[src/hw/rtl/gdsrd_pkg.sv]
// Shared types, codes and helpers for the GDSII record deframer.
// Used by every module of the block; depends on nothing else.
package gdsrd_pkg;

    // Result kinds carried in the low bits of tuser.
    typedef enum logic [1:0] {
        KIND_HEADER = 2'd0,
        KIND_DATA   = 2'd1,
        KIND_ERROR  = 2'd2
    } kind_t;

    // GDSII data type codes.
    localparam logic [7:0] DT_BITS  = 8'd1;
    localparam logic [7:0] DT_INT16 = 8'd2;
    localparam logic [7:0] DT_INT32 = 8'd3;
    localparam logic [7:0] DT_REAL4 = 8'd4;
    localparam logic [7:0] DT_REAL8 = 8'd5;
    localparam logic [7:0] DT_ASCII = 8'd6;

    // Record type code of ENDLIB.
    localparam logic [7:0] REC_ENDLIB = 8'd4;

    // Smallest legal record length (the header alone).
    localparam logic [15:0] MIN_REC_LEN = 16'd4;

    // Biased double exponent is lead + 4*e + this offset (1023 - 256 - 56).
    localparam logic [11:0] EXP_OFFSET = 12'd711;

    // Default depth of the queue between front and back.
    localparam int unsigned FIFO_DEPTH_DEF = 4;

    // Output bus layout.
    localparam int unsigned M_TDATA_W = 112;
    localparam int unsigned M_TUSER_W = 4;
    localparam int unsigned INDEX_LSB = 32;
    localparam int unsigned VALUE_LSB = 47;
    localparam int unsigned VALUE_MSB = 110;

    // One classified result as handed from front to back.
    typedef struct packed {
        kind_t        kind;
        logic [7:0]   record_type;
        logic [7:0]   data_type;
        logic [15:0]  record_length;
        logic [14:0]  element_index;
        logic [63:0]  raw;
        logic         last;
        logic         pad;
        logic         eol;
    } gdsrd_entry_t;

    // Bytes per element for a data type; zero for types without elements.
    function automatic logic [3:0] elem_size(input logic [7:0] dt);
        logic [3:0] size;
        case (dt)
            DT_BITS:  size = 4'd2;
            DT_INT16: size = 4'd2;
            DT_INT32: size = 4'd4;
            DT_REAL4: size = 4'd4;
            DT_REAL8: size = 4'd8;
            DT_ASCII: size = 4'd1;
            default:  size = 4'd0;
        endcase
        return size;
    endfunction

endpackage

[src/hw/rtl/gdsrd_front.sv]
// Front part of the GDSII record deframer: frames records from the byte
// stream and classifies each header, error and data element. Uses gdsrd_pkg.
module gdsrd_front (
    input  logic                   clk,
    input  logic                   rst_n,
    input  logic                   byte_valid,
    input  logic [7:0]             byte_data,
    output logic                   push,
    output gdsrd_pkg::gdsrd_entry_t push_entry
);
    import gdsrd_pkg::*;

    logic [1:0]  hdr_pos_reg, hdr_pos_next;
    logic [15:0] len_reg, len_next;
    logic [7:0]  rtype_reg, rtype_next;
    logic [7:0]  dtype_reg, dtype_next;
    logic [15:0] rem_reg, rem_next;
    logic [63:0] asm_reg, asm_next;
    logic [2:0]  cnt_reg, cnt_next;
    logic [14:0] idx_reg, idx_next;
    logic        done_reg, done_next;

    logic [15:0] rem_dec;
    logic        rec_last;
    logic [3:0]  size;
    logic [63:0] asm_shift;

    assign rem_dec   = rem_reg - 16'd1;
    assign rec_last  = (rem_dec == 16'd0);
    assign size      = elem_size(dtype_reg);
    assign asm_shift = {asm_reg[55:0], byte_data};

    // Framing: header bytes, then data bytes grouped into elements.
    always_comb
    begin
        hdr_pos_next = hdr_pos_reg;
        len_next     = len_reg;
        rtype_next   = rtype_reg;
        dtype_next   = dtype_reg;
        rem_next     = rem_reg;
        asm_next     = asm_reg;
        cnt_next     = cnt_reg;
        idx_next     = idx_reg;
        done_next    = done_reg;
        push         = 1'b0;
        push_entry   = '0;
        push_entry.record_type   = rtype_reg;
        push_entry.data_type     = dtype_reg;
        push_entry.record_length = len_reg;

        if (byte_valid && !done_reg)
        begin
            if (rem_reg == 16'd0)
            begin
                // Header byte.
                case (hdr_pos_reg)
                    2'd0:    len_next   = {byte_data, 8'h00};
                    2'd1:    len_next   = {len_reg[15:8], byte_data};
                    2'd2:    rtype_next = byte_data;
                    default: dtype_next = byte_data;
                endcase
                if (hdr_pos_reg != 2'd3)
                begin
                    hdr_pos_next = hdr_pos_reg + 2'd1;
                end
                else
                begin
                    hdr_pos_next = 2'd0;
                    asm_next     = '0;
                    cnt_next     = '0;
                    idx_next     = '0;
                    push         = 1'b1;
                    push_entry.data_type = byte_data;
                    if (len_reg < MIN_REC_LEN)
                    begin
                        push_entry.kind = KIND_ERROR;
                        push_entry.last = 1'b1;
                    end
                    else
                    begin
                        rem_next        = len_reg - MIN_REC_LEN;
                        push_entry.kind = KIND_HEADER;
                        push_entry.last = (len_reg == MIN_REC_LEN);
                        push_entry.eol  = (rtype_reg == REC_ENDLIB);
                        if (len_reg == MIN_REC_LEN && rtype_reg == REC_ENDLIB)
                        begin
                            done_next = 1'b1;
                        end
                    end
                end
            end
            else
            begin
                // Data byte.
                rem_next = rem_dec;
                if (size != 4'd0)
                begin
                    if (({1'b0, cnt_reg} + 4'd1) == size)
                    begin
                        push                     = 1'b1;
                        push_entry.kind          = KIND_DATA;
                        push_entry.element_index = idx_reg;
                        push_entry.raw           = asm_shift;
                        push_entry.last          = rec_last;
                        push_entry.pad = (dtype_reg == DT_ASCII) && (byte_data == 8'd0)
                                         && rec_last;
                        idx_next = idx_reg + 15'd1;
                        cnt_next = '0;
                        asm_next = '0;
                    end
                    else
                    begin
                        cnt_next = cnt_reg + 3'd1;
                        asm_next = asm_shift;
                    end
                end
                if (rec_last)
                begin
                    cnt_next = '0;
                    asm_next = '0;
                    if (rtype_reg == REC_ENDLIB)
                    begin
                        done_next = 1'b1;
                    end
                end
            end
        end
    end

    // Framing state registers.
    always_ff @(posedge clk or negedge rst_n)
    begin
        if (!rst_n)
        begin
            hdr_pos_reg <= '0;
            len_reg     <= '0;
            rtype_reg   <= '0;
            dtype_reg   <= '0;
            rem_reg     <= '0;
            asm_reg     <= '0;
            cnt_reg     <= '0;
            idx_reg     <= '0;
            done_reg    <= 1'b0;
        end
        else
        begin
            hdr_pos_reg <= hdr_pos_next;
            len_reg     <= len_next;
            rtype_reg   <= rtype_next;
            dtype_reg   <= dtype_next;
            rem_reg     <= rem_next;
            asm_reg     <= asm_next;
            cnt_reg     <= cnt_next;
            idx_reg     <= idx_next;
            done_reg    <= done_next;
        end
    end

endmodule

[src/hw/rtl/gdsrd_fifo.sv]
// Short queue between the front and back parts of the deframer.
// Holds classified entries; uses gdsrd_pkg for the entry type.
module gdsrd_fifo #(
    parameter int unsigned DEPTH = gdsrd_pkg::FIFO_DEPTH_DEF
) (
    input  logic                    clk,
    input  logic                    rst_n,
    input  logic                    push,
    input  gdsrd_pkg::gdsrd_entry_t push_entry,
    output logic                    full,
    input  logic                    pop,
    output gdsrd_pkg::gdsrd_entry_t pop_entry,
    output logic                    not_empty
);
    import gdsrd_pkg::*;

    localparam int unsigned PTR_W = (DEPTH > 1) ? $clog2(DEPTH) : 1;
    localparam int unsigned CNT_W = $clog2(DEPTH + 1);
    localparam logic [PTR_W-1:0] LAST_PTR = PTR_W'(DEPTH - 1);
    localparam logic [CNT_W-1:0] FULL_CNT = CNT_W'(DEPTH);

    gdsrd_entry_t     slot_reg [DEPTH];
    logic [PTR_W-1:0] wr_ptr_reg, wr_ptr_next;
    logic [PTR_W-1:0] rd_ptr_reg, rd_ptr_next;
    logic [CNT_W-1:0] count_reg, count_next;

    assign full      = (count_reg == FULL_CNT);
    assign not_empty = (count_reg != '0);
    assign pop_entry = slot_reg[rd_ptr_reg];

    // Pointer and fill count update.
    always_comb
    begin
        wr_ptr_next = wr_ptr_reg;
        rd_ptr_next = rd_ptr_reg;
        count_next  = count_reg;
        if (push)
        begin
            wr_ptr_next = (wr_ptr_reg == LAST_PTR) ? '0 : wr_ptr_reg + PTR_W'(1);
        end
        if (pop)
        begin
            rd_ptr_next = (rd_ptr_reg == LAST_PTR) ? '0 : rd_ptr_reg + PTR_W'(1);
        end
        if (push && !pop)
        begin
            count_next = count_reg + CNT_W'(1);
        end
        else if (pop && !push)
        begin
            count_next = count_reg - CNT_W'(1);
        end
    end

    always_ff @(posedge clk or negedge rst_n)
    begin
        if (!rst_n)
        begin
            wr_ptr_reg <= '0;
            rd_ptr_reg <= '0;
            count_reg  <= '0;
        end
        else
        begin
            wr_ptr_reg <= wr_ptr_next;
            rd_ptr_reg <= rd_ptr_next;
            count_reg  <= count_next;
        end
    end

    // Entry storage; no reset needed for payload.
    always_ff @(posedge clk)
    begin
        if (push)
        begin
            slot_reg[wr_ptr_reg] <= push_entry;
        end
    end

endmodule

[src/hw/rtl/gdsrd_back.sv]
// Back part of the deframer: decodes element values (integer sign
// extension, hex real to double) and drives the output stream. Uses gdsrd_pkg.
module gdsrd_back (
    input  logic                                    clk,
    input  logic                                    rst_n,
    input  logic                                    fifo_not_empty,
    input  gdsrd_pkg::gdsrd_entry_t                 fifo_entry,
    output logic                                    pop,
    output logic                                    m_axis_tvalid,
    input  logic                                    m_axis_tready,
    output logic [gdsrd_pkg::M_TDATA_W-1:0]         m_axis_tdata,
    output logic [gdsrd_pkg::M_TUSER_W-1:0]         m_axis_tuser,
    output logic                                    m_axis_tlast
);
    import gdsrd_pkg::*;

    logic         advance;
    logic [55:0]  in_mant;
    logic [5:0]   in_lead;

    logic         s1_valid_reg;
    gdsrd_entry_t s1_entry_reg;
    logic [5:0]   s1_lead_reg;

    logic         out_valid_reg;
    logic [M_TDATA_W-1:0] out_data_reg;
    logic [M_TUSER_W-1:0] out_user_reg;
    logic         out_last_reg;

    logic         r_sign;
    logic [6:0]   r_exp;
    logic [55:0]  r_mant;
    logic [55:0]  r_norm;
    logic         r_up;
    logic [53:0]  r_sum;
    logic [11:0]  r_expo;
    logic [63:0]  real_bits;
    logic [63:0]  value;

    // The pipeline moves whenever the output register is free or drains.
    assign advance = !out_valid_reg || m_axis_tready;
    assign pop     = advance && fifo_not_empty;

    // Stage one: find the leading one of the hex real mantissa.
    always_comb
    begin
        in_mant = (fifo_entry.data_type == DT_REAL4) ?
                  {fifo_entry.raw[23:0], 32'd0} : fifo_entry.raw[55:0];
        in_lead = '0;
        for (int i = 0; i < 56; i++)
        begin
            if (in_mant[i])
            begin
                in_lead = 6'(i);
            end
        end
    end

    always_ff @(posedge clk or negedge rst_n)
    begin
        if (!rst_n)
        begin
            s1_valid_reg <= 1'b0;
        end
        else if (advance)
        begin
            s1_valid_reg <= fifo_not_empty;
        end
    end

    always_ff @(posedge clk)
    begin
        if (advance)
        begin
            s1_entry_reg <= fifo_entry;
            s1_lead_reg  <= in_lead;
        end
    end

    // Stage two: normalize, round to nearest even and build the double.
    always_comb
    begin
        if (s1_entry_reg.data_type == DT_REAL4)
        begin
            r_sign = s1_entry_reg.raw[31];
            r_exp  = s1_entry_reg.raw[30:24];
            r_mant = {s1_entry_reg.raw[23:0], 32'd0};
        end
        else
        begin
            r_sign = s1_entry_reg.raw[63];
            r_exp  = s1_entry_reg.raw[62:56];
            r_mant = s1_entry_reg.raw[55:0];
        end
        r_norm = r_mant << (6'd55 - s1_lead_reg);
        r_up   = r_norm[2] && (r_norm[3] || r_norm[1] || r_norm[0]);
        r_sum  = {1'b0, r_norm[55:3]} + 54'(r_up);
        r_expo = 12'(s1_lead_reg) + {3'd0, r_exp, 2'd0} + EXP_OFFSET + 12'(r_sum[53]);
        if (r_mant == 56'd0)
        begin
            real_bits = {r_sign, 63'd0};
        end
        else
        begin
            real_bits = {r_sign, r_expo[10:0], r_sum[51:0]};
        end
    end

    // Element value by data type; header and error results carry zero.
    always_comb
    begin
        value = '0;
        if (s1_entry_reg.kind == KIND_DATA)
        begin
            case (s1_entry_reg.data_type)
                DT_BITS:  value = {48'd0, s1_entry_reg.raw[15:0]};
                DT_INT16: value = {{48{s1_entry_reg.raw[15]}}, s1_entry_reg.raw[15:0]};
                DT_INT32: value = {{32{s1_entry_reg.raw[31]}}, s1_entry_reg.raw[31:0]};
                DT_REAL4: value = real_bits;
                DT_REAL8: value = real_bits;
                DT_ASCII: value = {56'd0, s1_entry_reg.raw[7:0]};
                default:  value = '0;
            endcase
        end
    end

    // Output register.
    always_ff @(posedge clk or negedge rst_n)
    begin
        if (!rst_n)
        begin
            out_valid_reg <= 1'b0;
        end
        else if (advance)
        begin
            out_valid_reg <= s1_valid_reg;
        end
    end

    always_ff @(posedge clk)
    begin
        if (advance)
        begin
            out_data_reg <= {1'b0, value, s1_entry_reg.element_index,
                             s1_entry_reg.record_length, s1_entry_reg.data_type,
                             s1_entry_reg.record_type};
            out_user_reg <= {s1_entry_reg.eol, s1_entry_reg.pad, s1_entry_reg.kind};
            out_last_reg <= s1_entry_reg.last;
        end
    end

    assign m_axis_tvalid = out_valid_reg;
    assign m_axis_tdata  = out_data_reg;
    assign m_axis_tuser  = out_user_reg;
    assign m_axis_tlast  = out_last_reg;

endmodule

[src/hw/rtl/gdsii_record_deframer_unit.sv]
// GDSII record deframer: one byte per cycle in while the queue has room, one
// result beat per record header, length error or complete data element out.
// A result passes through the queue, then the stage-one and output registers.
// Throughput: one byte per cycle, set by the framing loop; a full queue stalls.
// Reset: all framing state cleared, the queue and pipeline emptied; the
// next byte is taken as the first header byte. No clearing pass.
module gdsii_record_deframer_unit #(
    parameter int unsigned FIFO_DEPTH = gdsrd_pkg::FIFO_DEPTH_DEF
) (
    input  logic                             clk,
    input  logic                             rst_n,
    input  logic                             s_axis_tvalid,
    output logic                             s_axis_tready,
    // [7:0] stream_byte
    input  logic [7:0]                       s_axis_tdata,
    output logic                             m_axis_tvalid,
    input  logic                             m_axis_tready,
    // [7:0] record_type, [15:8] data_type, [31:16] record_length,
    // [46:32] element_index, [110:47] element_value, [111] zero
    output logic [gdsrd_pkg::M_TDATA_W-1:0]  m_axis_tdata,
    // [1:0] kind, [2] pad_byte, [3] end_of_library
    output logic [gdsrd_pkg::M_TUSER_W-1:0]  m_axis_tuser,
    // last_in_record
    output logic                             m_axis_tlast
);
    import gdsrd_pkg::*;

    logic         byte_valid;
    logic         push;
    gdsrd_entry_t push_entry;
    logic         fifo_full;
    logic         pop;
    gdsrd_entry_t pop_entry;
    logic         fifo_not_empty;

    // A byte is taken whenever the queue has room for its possible result.
    assign s_axis_tready = !fifo_full;
    assign byte_valid    = s_axis_tvalid && s_axis_tready;

    gdsrd_front u_front (
        .clk        (clk),
        .rst_n      (rst_n),
        .byte_valid (byte_valid),
        .byte_data  (s_axis_tdata),
        .push       (push),
        .push_entry (push_entry)
    );

    gdsrd_fifo #(
        .DEPTH (FIFO_DEPTH)
    ) u_fifo (
        .clk        (clk),
        .rst_n      (rst_n),
        .push       (push),
        .push_entry (push_entry),
        .full       (fifo_full),
        .pop        (pop),
        .pop_entry  (pop_entry),
        .not_empty  (fifo_not_empty)
    );

    gdsrd_back u_back (
        .clk            (clk),
        .rst_n          (rst_n),
        .fifo_not_empty (fifo_not_empty),
        .fifo_entry     (pop_entry),
        .pop            (pop),
        .m_axis_tvalid  (m_axis_tvalid),
        .m_axis_tready  (m_axis_tready),
        .m_axis_tdata   (m_axis_tdata),
        .m_axis_tuser   (m_axis_tuser),
        .m_axis_tlast   (m_axis_tlast)
    );

    // Header and error beats carry a zero element index and value.
    a_hdr_zero: assert property (@(posedge clk) disable iff (!rst_n)
        (m_axis_tvalid && m_axis_tuser[1:0] != KIND_DATA)
        |-> (m_axis_tdata[VALUE_MSB:INDEX_LSB] == '0))
        else $error("header or error beat with nonzero index or value");

    // A length error always closes its record.
    a_err_last: assert property (@(posedge clk) disable iff (!rst_n)
        (m_axis_tvalid && m_axis_tuser[1:0] == KIND_ERROR) |-> m_axis_tlast)
        else $error("length error beat without tlast");

    // Padding is only a final zero string byte.
    a_pad: assert property (@(posedge clk) disable iff (!rst_n)
        (m_axis_tvalid && m_axis_tuser[2])
        |-> (m_axis_tlast && m_axis_tuser[1:0] == KIND_DATA
             && m_axis_tdata[15:8] == DT_ASCII
             && m_axis_tdata[VALUE_MSB:VALUE_LSB] == '0))
        else $error("pad flag on a beat that is not a final zero string byte");

endmodule
[config.mk]
export PLATFORM = sky130hd
export DESIGN_NAME = gdsii_record_deframer_unit
export DESIGN_NICKNAME = d
export VERILOG_FILES = /design/src/hw/rtl/gdsrd_pkg.sv /design/src/hw/rtl/gdsrd_front.sv /design/src/hw/rtl/gdsrd_fifo.sv /design/src/hw/rtl/gdsrd_back.sv /design/src/hw/rtl/gdsii_record_deframer_unit.sv
export SDC_FILE = /design/constraint.sdc
export NUM_CORES = 1
export LEC_CHECK = 0
export CAP_MARGIN = 30
export CORE_UTILIZATION = 30
export CTS_CLUSTER_DIAMETER = 80
export DETAILED_ROUTE_END_ITERATION = 7
export DONT_BUFFER_PORTS = 1
export GPL_TIMING_DRIVEN = 0
export PLACE_DENSITY = 0.49
export REMOVE_ABC_BUFFERS = 1
export SETUP_SLACK_MARGIN = 0.5
export SLEW_MARGIN = 20
export SYNTH_ARGS = -nofsm -noshare
export SYNTH_HDL_FRONTEND = slang
export SYNTH_SLANG_ARGS = --single-unit
[constraint.sdc]
create_clock -name clk -period 21.8 [get_ports clk]
set_clock_uncertainty 0.2 [all_clocks]
set_input_delay 1.09 -clock clk [delete_from_list [all_inputs] [get_ports clk]]
set_output_delay 1.09 -clock clk [all_outputs]
set_load 0.01 [all_outputs]
==> summary.txt <==
Run status
  – Outcome: finished clean

Pwr
  – Switching power: 2320 uW
  – Clock power share: 25.1%
  – Fraction of power spent switching nets: 38.7%
  – Max IR drop VDD: 75.8 uV
  – Share of total power in sequential cells: 37.0%
  – Power Dens Cells: 133 nW/um^2
  – P_int: 3670 uW
  – Overall power of the completed layout: 5990 uW
  – Total leakage power: 0.0154 uW
  – Fraction of power consumed by combinational cells: 37.9%

Final layout
  – Fraction of layout cells with a size suffix above 1: 18.5%
  – Area growth syn-to-layout: 15.2%
  – Final non-filler cell total: 4523
  – Most common library cell in the layout ignoring fill and taps: sky130_fd_sc_hd__edfxtp_1
  – Layout Nets: 2743
  – Number of antenna diodes: 0
  – Number of flip-flops under the largest register name: 464
  – Commonest cells after routing, fill and taps aside: 702 x sky130_fd_sc_hd__edfxtp_1, 185 x sky130_fd_sc_hd__nor2_1, 172 x sky130_fd_sc_hd__nand2_1

Floorplan
  – Site row count: 132
  – Width of the die: 363 microns
  – Area enclosed by the die boundary: 132000 sq um
  – Standard cell core area: 129000 sq um
  – Starting utilization of the core area: 30.2%
  – Chip height: 363 microns
  – Num ports: 131

Detailed routing
  – Wire length reported by the detailed router: 116 mm
  – Initial drt markers: 1867
  – Average wire per cell in the routed design: 25.7 microns
  – Post-detailed-route via-to-cell ratio: 5.29
  – DRC viols: 0
  – Number of nets with antenna violations after detailed routing: 0
  – Overall via count from detail_route: 23900
  – Number of detailed-routing iterations run before antenna repair: 5

Yosys
  – Post-synthesis instance area: 39000 sq um
  – Most common flop cell mapped by yosys: sky130_fd_sc_hd__edfxtp_1
  – Share of the synthesized area in the top cell type: 54.0%
  – Total of flip-flops plus latches after synthesis: 836
  – Proportion of register bits with asynchronous set or reset after synthesis: 16.0%
  – Synth area leader: sky130_fd_sc_hd__edfxtp_1
  – Cell count after synthesis: 2690
  – Mean post-synth cell area: 14.5 sq um
  – Synth unique cells: 105
  – Leading cell types by total area after synthesis: sky130_fd_sc_hd__edfxtp_1 54%, sky130_fd_sc_hd__mux4_2 8.9%, sky130_fd_sc_hd__dfrtp_1 8.6%, sky130_fd_sc_hd__mux2_2 2.0%, sky130_fd_sc_hd__nor2_1 1.8%
  – Number of enable flip-flop cells after synthesis: 702
  – Yosys warns: 0
  – Sequential share of the synthesized area: 62.6%

Timing
  – Worst-margin pin slew: 1.02 ns
  – Setup TNS Final: 0 ns
  – Final worst path period share: 34.1%
  – RSZ-0062 raised after global routing: no
  – Min cycle time layout: 7.42 ns
  – Final Hold Violating Endpoints: 0
  – Number of pins with negative max-slew slack in the final report: 0
  – Number of setup violations in the final report: 0
  – Achievable Freq: 135 MHz
  – Max-slew headroom: 32.0%

Global route
  – Pin count of the biggest net entering global routing: 135
  – Tot GR Track Use: 17.6%
  – Number of antenna violations at the first check in global routing: 2
  – Vias in the first global route: 24600
  – Total gr overflow: 0
  – First-pass GRT wire length: 171 mm

Clock network
  – Hold_buf cts: 1
  – Number of setup buffers added after CTS: 0
  – Root Buffer Master: sky130_fd_sc_hd__clkbuf_16
  – Clock-pin slew on the worst setup and hold paths: 0.06 ns
  – Number of clock buffers inserted by TritonCTS: 90
  – Number of gates resized after cts: 0
  – CTS tree: done
  – Insertion delay of the later-clocked pin in the worst-skew pair: 0.69 ns
  – Total clock sinks: 836
  – Buffer levels on the longest clock path: 3
  – H-tree depth: 3

Critical path
  – Data arrival, critical path: 7.65 ns
  – Worst-path cell chain: ha_2 > buf_16 > inv_2 > a211oi_2 > nand2_1 > o211ai_1 > nand3b_1 > or2_0 > nor4_1 > nand4_1 > nor4_1 > nand3_1 > ha_1 > and3_1 > nor3_1 > a21boi_0 > nor2b_1 > or3_1 > nand3_1 > a21oi_1
  – Element type at the critical path start: flip-flop
  – Startpoint of the most critical setup path: u_back.s1_lead_reg[3]
  – Required time of the critical path: 22.03 ns
  – Class of the most critical setup path: flip-flop to flip-flop
  – Delay of the slowest critical-path stage: 0.86 ns
  – Critical path's top delay family: simple AND/OR/NAND/NOR gates
  – Crit path depth: 20
  – Endpoint of the worst register-to-register path: u_back.m_axis_tdata[108]
  – Top fanout value on the critical path: 23
  – Startpoint of the lowest-slack register-to-register path: u_back.s1_lead_reg[3]
  – Cell depth of the worst flop-to-flop path: 20
  – R2R setup slack: 14.38 ns
  – Combined buffer and inverter count along the critical path: 2
  – Crit end category: flip-flop
  – Slowest CP cell: sky130_fd_sc_hd__ha_2
  – Critical path destination: u_back.m_axis_tdata[108]

Placement
  – Post-DP HPWL: 82.2 mm
  – Cell count after placement: 4351
  – Routability cong.: 0.913
  – IO buf count: 0

Worst hold path
  – Path category of the worst min-delay check: input pin to async pin

Job
  – Max-capacitance violation count: 0
[stage by stage]
step           instance area [sq um]  setup WS [ns]  utilization [%]  hold slack [ns]
4_1_cts                        45000          14.35             34.8            0.177
2_1_floorplan                  38300          12.96                -            0.200
6_report                       45000          14.38             34.8            0.153
3_5_place_dp                   42000          14.38             32.5            0.205
5_1_grt                        45000          14.08             34.8            0.191
3_3_place_gp                   40400           7.15             31.3            0.205
[synth_stat cells, types with 57 or more instances]
cell	number
sky130_fd_sc_hd__mux4_2	155
sky130_fd_sc_hd__and2_1	88
sky130_fd_sc_hd__o21ai_0	80
sky130_fd_sc_hd__a21oi_1	93
sky130_fd_sc_hd__clkbuf_1	95
sky130_fd_sc_hd__edfxtp_1	702
sky130_fd_sc_hd__nand2_1	173
sky130_fd_sc_hd__mux2_2	68
sky130_fd_sc_hd__nor2_1	188
sky130_fd_sc_hd__a22o_1	70
sky130_fd_sc_hd__dfrtp_1	134
sky130_fd_sc_hd__mux2i_1	70
sky130_fd_sc_hd__nand3_1	57
[layer usage]
layer  wire (microns)  global-route usage, %
met1            49900                   23.0
met2            56300                   29.2
met3             6250                   3.46
met4             3670                   5.77
met5               20                 0.0740
[kinds of logic after synthesis]
family | count (synthesis) | share of synthesized area [%]
DFF | 836 | 62.6
and+or+nand+nor | 749 | 10.0
AOI/OAI and AO/OA | 467 | 8.38
muxes | 306 | 13.5
buffers and inverters | 210 | 2.51
xor gates and xnor gates | 94 | 2.11
adders and majority gates | 27 | 0.904
other | 1 | 0.00960
[how the worst min path moves through the flow]
stage	from	end	slack (ns)	cells after the start
floorplan	u_back.s1_entry_reg[106]	u_back.m_axis_tdata[0]	0.20	0
global placement	u_back.s1_entry_reg[95]	u_back.m_axis_tdata[29]	0.21	0
detailed placement	u_back.s1_entry_reg[97]	u_back.m_axis_tdata[31]	0.20	0
CTS	rst_n	u_front.len_reg[13]	0.18	1
global route	rst_n	u_front.len_reg[13]	0.19	1
finish	rst_n	u_front.len_reg[15]	0.15	1
[area by class of cell]
cell class	instances	area, sq um
Fill cell	12400	84300
Sequential cell	836	24400
Multi-Input combinational cell	1644	13700
Clock buffer	130	2540
Tap cell	1742	2180
Timing Repair Buffer	82	1480
Clock inverter	39	415
Inverter	50	188
[power groups by stage]
stage | combinational [uW] | clock, uW | sequential, uW
2_1_floorplan | 1330 | 0 | 2250
3_3_place_gp | 2030 | 0 | 2470
3_5_place_dp | 2250 | 0 | 2250
4_1_cts | 2260 | 1550 | 2220
5_1_grt | 2400 | 1610 | 2240
6_report | 2270 | 1510 | 2210
No activity file was read; power rests on OpenSTA's default activity.
